<file path="src/rtl/uvs_pkg.sv">
// uvs_pkg: shared widths, sine coefficients, rounding helpers and types
// for the uv sphere vertex generator; depends on nothing
package uvs_pkg;

  localparam int DIVISION_BITS_DEF        = 8;
  localparam int NORMAL_FRACTION_BITS_DEF = 15;

  // divider cell word: remainder field on top, quotient shifts in from the bottom
  localparam int DIV_QW = 17;
  localparam int DIV_DW = 9;
  localparam int DIV_RW = DIV_DW + 1;
  localparam int DIV_WW = DIV_RW + DIV_QW;

  // sine lane depth: mirror, square, six horner cells, final product
  localparam int SIN_LAT = 9;

  localparam logic [30:0] Q30_ONE   = 31'h4000_0000;
  localparam logic [31:0] QUARTER   = 32'h4000_0000;
  localparam logic signed [63:0] POS_LIM = 64'sd16777215;

  localparam logic [1:0] REG_RADIUS = 2'd0;
  localparam logic [1:0] REG_RINGS  = 2'd1;
  localparam logic [1:0] REG_SLICES = 2'd2;

  typedef struct packed {
    logic [1:0]  quad;
    logic [30:0] t;
    logic [30:0] t2;
    logic [30:0] acc;
  } sin_t;

  typedef struct packed {
    logic        point_valid;
    logic        quad_start;
    logic [15:0] vertex_index;
    logic [15:0] below_index;
    logic [16:0] tex_u;
    logic [16:0] tex_v;
  } band_t;

  function automatic logic [30:0] sine_coef(input int k);
    logic [30:0] c;
    unique case (k)
      0: c = 31'd1686629713;
      1: c = 31'd693598668;
      2: c = 31'd85569306;
      3: c = 31'd5026995;
      4: c = 31'd172272;
      5: c = 31'd3864;
      default: c = 31'd61;
    endcase
    return c;
  endfunction

  // shift right with rounding half away from zero
  function automatic logic signed [63:0] rnd_shift(input logic signed [63:0] v, input int sh);
    logic        neg;
    logic [63:0] m;
    neg = v[63];
    m = neg ? 64'(-v) : 64'(v);
    m = (m + (64'd1 << (sh - 1))) >> sh;
    return neg ? -$signed(m) : $signed(m);
  endfunction

  function automatic logic signed [63:0] clamp_sym(input logic signed [63:0] v,
                                                   input logic signed [63:0] lim);
    logic signed [63:0] r;
    r = v;
    if (v > lim) r = lim;
    if (v < -lim) r = -lim;
    return r;
  endfunction

endpackage

</file>
<file path="src/rtl/uvs_div_cell.sv">
// uvs_div_cell: one restoring division step, one quotient bit per cycle
// depends on uvs_pkg
module uvs_div_cell (
  input  logic                        clk,
  input  logic [uvs_pkg::DIV_DW-1:0]  divisor,
  input  logic [uvs_pkg::DIV_WW-1:0]  din,
  output logic [uvs_pkg::DIV_WW-1:0]  dout
);

  logic [uvs_pkg::DIV_WW-1:0] sh;
  logic [uvs_pkg::DIV_WW-1:0] nxt;
  logic [uvs_pkg::DIV_RW-1:0] top;

  always_comb begin
    sh  = {din[uvs_pkg::DIV_WW-2:0], 1'b0};
    top = sh[uvs_pkg::DIV_WW-1:uvs_pkg::DIV_QW];
    nxt = sh;
    if (top >= {1'b0, divisor}) begin
      nxt[uvs_pkg::DIV_WW-1:uvs_pkg::DIV_QW] = top - {1'b0, divisor};
      nxt[0] = 1'b1;
    end
  end

  always_ff @(posedge clk) begin
    dout <= nxt;
  end

endmodule

</file>
<file path="config.mk">
export PLATFORM = sky130hd
export DESIGN_NAME = uvs_div_cell
export DESIGN_NICKNAME = d
export VERILOG_FILES = /design/src/rtl/uvs_pkg.sv /design/src/rtl/uvs_div_cell.sv
export SDC_FILE = /design/constraint.sdc
export NUM_CORES = 1
export LEC_CHECK = 0
export BUFFER_PORTS_ARGS = -buffer_cell sky130_fd_sc_hd__clkbuf_2
export CORE_UTILIZATION = 39
export CTS_CLUSTER_SIZE = 28
export DETAILED_ROUTE_END_ITERATION = 10
export PLACE_DENSITY = 0.72
export SYNTH_ARGS = -nofsm -noshare
export SYNTH_HDL_FRONTEND = slang
export SYNTH_SLANG_ARGS = --single-unit
export TNS_END_PERCENT = 1
</file>
<file path="constraint.sdc">
create_clock -name clk -period 2.6 [get_ports clk]
set_clock_uncertainty 0.2 [all_clocks]
set_input_delay 0.65 -clock clk [delete_from_list [all_inputs] [get_ports clk]]
set_output_delay 0.65 -clock clk [all_outputs]
set_load 0.005 [all_outputs]
</file>
# ---- Yosys cells after proc, flatten, opt, wreduce, memory -nomap -nowiden
# Cells that the tools add are included.
dict set report totals {
  out_inout_bits 27
  inputBits 37
  wordCells 5
  reg_bits 27
}
dict set report classes {
  addsub 1
  mux 2
  order_cmp 1
}
# cell n
set ops {}
lappend ops {{$ge A10 B9 Y1} 1}
lappend ops {{$mux W10} 1}
lappend ops {{$sub A10 B9 Y10} 1}
lappend ops {{$mux W1} 1}

# ---- Longest topological paths before layout
dict set report logic_depth {
  depth_word 2
  mapped_depth 10
  mapped_depth_nobuf 9
}

# ---- Worst setup path before layout
# Ideal clock, no wire load.
dict set report synth_path {
  kind {input-to-reg}
  start {input port din[16] in the netlist's numbering}
  end {register dout[18] in the netlist's numbering}
  n_path_buf 0
  t_required_ps 2279
  path_stages 8
  setup_time_ps 121
  slack_ps -61
  t_arrival_ps 2340
  cell_sequence {inv_1 -> ha_1 -> inv_1 -> fa_1 -> a21o_1 -> a2111oi_4 -> o21ai_4 -> mux2_4}
}
dict set report synth_via {
  elab_chain_len 2
  elab_cells_between_ends 3
  classes_between {add/sub (1); order compare (1); mux (1)}
}
# element line
set synth_lines {}
lappend synth_lines {{start: declaration} uvs_div_cell.sv:6} ;# input logic [uvs_pkg::DIV_WW-1:0] din,
lappend synth_lines {{$sub A10 B9 Y10 / $ge A10 B9 Y1 (equally long branches)} {uvs_div_cell.sv:19, uvs_div_cell.sv:18}}
lappend synth_lines {{$mux W10 (*)} uvs_div_cell.sv:18} ;# if (top >= {1'b0, divisor}) begin
lappend synth_lines {{net nxt (one bit)} uvs_div_cell.sv:11} ;# logic [uvs_pkg::DIV_WW-1:0] nxt;
lappend synth_lines {{end signal: assignment} uvs_div_cell.sv:25} ;# dout <= nxt;
lappend synth_lines {{end: declaration} uvs_div_cell.sv:7} ;# output logic [uvs_pkg::DIV_WW-1:0] dout
# The timed path passes the listed nets; every way through them passes the cells marked *.

# ---- Worst setup path after layout
dict set report layout_path {
  start {input port din[16] in the netlist's numbering}
  end {register dout[19] in the netlist's numbering}
}
# The elaborated chain is that of the path after synthesis.

==> summary.txt <==
Final layout
  – Design area: 1630 um^2
  – Post-Layout Cell Count: between 200 and 250
  – Area grow syn2layout: 36.8%
  – Share of cells above drive strength 1: between 40% and 50%
  – Max FFs per register: 27
  – Top reg by flops: dout
  – Nets@finish: roughly 240
  – Biggest regs: dout: 27 flops
  – N_diodes: 0
  – Util after Layout: 57.6%

Worst setup path
  – Worst path most repeated cell: inv_1
  – WP data arrival: around 2.5 ns
  – Req. time, crit path: ~2.6 ns
  – Worst Setup Start Kind: input pin
  – Slowest-stage cell, CP: fa_1
  – Setup CP Type: input pin to register
  – Crit end category: register
  – CP bufs+invs: 4
  – CP Max Fanout: 6
  – Largest stage delay on the critical path: about 0.40 ns
  – Crit path max-delay family: compound AO/OA/AOI/OAI gates
  – Critical path cell sequence: clkbuf_2 -> inv_1 -> ha_1 -> inv_1 -> fa_1 -> a21o_1 -> a2111oi_4 -> o21ai_4 -> buf_4 -> nor2_1 -> a21oi_2

STA
  – RSZ-0062 raised after global routing: no
  – Final Cycle Share: 94.8%
  – Worst-margin pin slew: 0.320 ns
  – Worst hold slack: ~0.23 ns
  – Max Slew Vio Count: 0
  – Max Clock Freq: 406 MHz
  – Fin crit period: 2.46 ns
  – Setup TNS: 0 ns
  – # setup viols final: 0
  – Max_slew headroom: between 70% and 80%
  – Final Hold Fails: 0

Yosys
  – Synth async-reset ratio: 0%
  – Post-synth cell types: 34
  – Post-synth top flop: dfxtp_1
  – Synth top cells by count: dfxtp_1, inv_1, ha_1
  – Seq cells post-synth: 27
  – Synth Area in XOR/XNOR: between 4 and 5%
  – Post-Synth Simple-Gate Area: ~11%
  – Combinational family with the most area after synthesis: compound AO/OA/AOI/OAI gates
  – Sequential cell area fraction in the yosys report: 45.4%
  – Post-synth net total: between 150 and 200
  – Mux share of post-synthesis cell area: under 10%
  – Post-synth EDFFs: 0
  – Mapped Cells: 112
  – Synth Area in Compound Gates: 19.7%
  – Cell taking the most area after synthesis: dfxtp_1
  – Adder-cell share of the synthesized area: 11.1%
  – Dominant cells by area after synthesis: dfxtp_1, ha_1, a21oi_2, inv_1, xnor2_1
  – Yosys warnings: 0
  – Mean post-synth cell area: around 11 um^2
  – Synth top area share: a little under half
  – Most frequent cell after synthesis: dfxtp_1
  – Cell Area, Synth: 1190 um^2

Place
  – Placed cell count: about 210
  – DP Area: about 1600 um^2
  – RePlAce Congestion: approximately 0.87
  – IO buf count: 62
  – Hpwl dp: about 2.0 mm

Floorplanning
  – Die Span X: roughly 57 um
  – DIE HEIGHT: between 50 and 60 um
  – Core area: about 2800 um^2
  – IO Count: 64
  – Row count: 19
  – Die area: approximately 3300 um^2
  – Initial Utilization: between 40 and 50%

Routing
  – Post-DR wirelength/cell: 10.6 um
  – Routed WL: about 2.3 mm
  – Via count: ~1000
  – Router iterations before antenna repair: 8
  – Antenna viol nets, final: 0
  – Residual DRC count: 8
  – Post-DR vias/cell: 4.70
  – Initial DRC count: 31

Global route
  – First-pass GRT wire length: between 3 and 4 mm
  – Number of global-route vias before repair: slightly below 1000
  – Gr ovfl total: 0
  – Initial antenna violation count: 0
  – GRT Util Overall: about 15%
  – Maximum number of pins on one net before global-route repair: 17

Outcome
  – Failing checks: design-rule violations
  – Outcome: complete, but fails checks

Clock network
  – # clock sinks: 27
  – CTS root buffer: clkbuf_4
  – Post CTS Setup Buffer Count: 0
  – PostCTS Resize Cnt: 0
  – CTS tree: done
  – Num CTS Buffers: 3
  – Post-CTS Hold Fix Bufs: 0
  – Clock transition at path regs: about 0.13 ns
  – H-tree depth: 1
  – CTS max path bufs: 2

Power
  – Leakage power: a little under 0.9 nW
  – VDD IR-drop max: 0.233 mV
  – Pwr dens: 554 nW/um^2

Flow run
  – Max Cap Violations: 0

Worst hold path
  – HP Class: input pin to register
[logic make-up (layout without fill, tap and decap cells)]
logic type,count (synthesis),after routing
DFF,27,27
and+or+nand+nor,24,24
muxes,2,2
xor gates and xnor gates,6,6
adders and majority gates,10,10
buffers and inverters,15,90
AOI/OAI and AO/OA,28,28
[per-layer routing]
layer | vias up | GRT usage (%) | part of all wire [%]
met2 | 49 | 27.1 | 48
met3 | 4 | 2.27 | 7.0
met1 | 439 | 17.9 | 43
met5 | - | 0 | 0
li1 | 533 | - | -
met4 | 0 | 9.06 | 2.3
[cell type report]
class / count / area [um^2]
fill: 252 / 1200
multi-input combinational: 70 / 574
sequential: 27 / 541
timing repair buffer: 74 / 400
inverter: 12 / 45.0
tap: 31 / 38.8
clock buffer: 3 / 22.5
clock inverter: 1 / 7.51
[stage by stage]
stage          setup WS [ns]  power [mW]
2_1_floorplan         0.0118       0.634
3_3_place_gp          -0.166       0.738
3_5_place_dp          -0.201       0.747
4_1_cts                0.133       0.913
5_1_grt               0.0369       0.963
6_report               0.136       0.902
[cell usage in the layout (no fill, tap or decap), types with 2 or more instances in the layout]
cell,count
nor2_1,8
xor2_1,2
o21ai_1,2
o21ai_0,3
ha_1,9
buf_4,12
clkbuf_4,3
nor2_2,2
inv_1,12
a21oi_1,3
and2_1,2
dfxtp_1,27
a21oi_2,7
nand4_1,2
a21o_1,4
nand2_1,3
and3_1,3
clkbuf_2,62
xnor2_1,4
a31oi_1,2
[power breakdown]
group | leakage [nW] | internal [mW] | total, mW | switching, mW
clock | 0.0139 | 0.0585 | 0.167 | 0.108
sequential | 0.228 | 0.459 | 0.469 | 0.0105
combinational | 0.637 | 0.141 | 0.266 | 0.125
total | 0.879 | 0.658 | 0.902 | 0.244
[path summary, 6_finish.rpt]
check | startpoint | to | slack [ns] | cells after the start
setup / recovery | din[16] | dout[19] | 0.14 | 11
hold / removal | din[0] | dout[1] | 0.23 | 1
(Power assumes the default switching activity.)
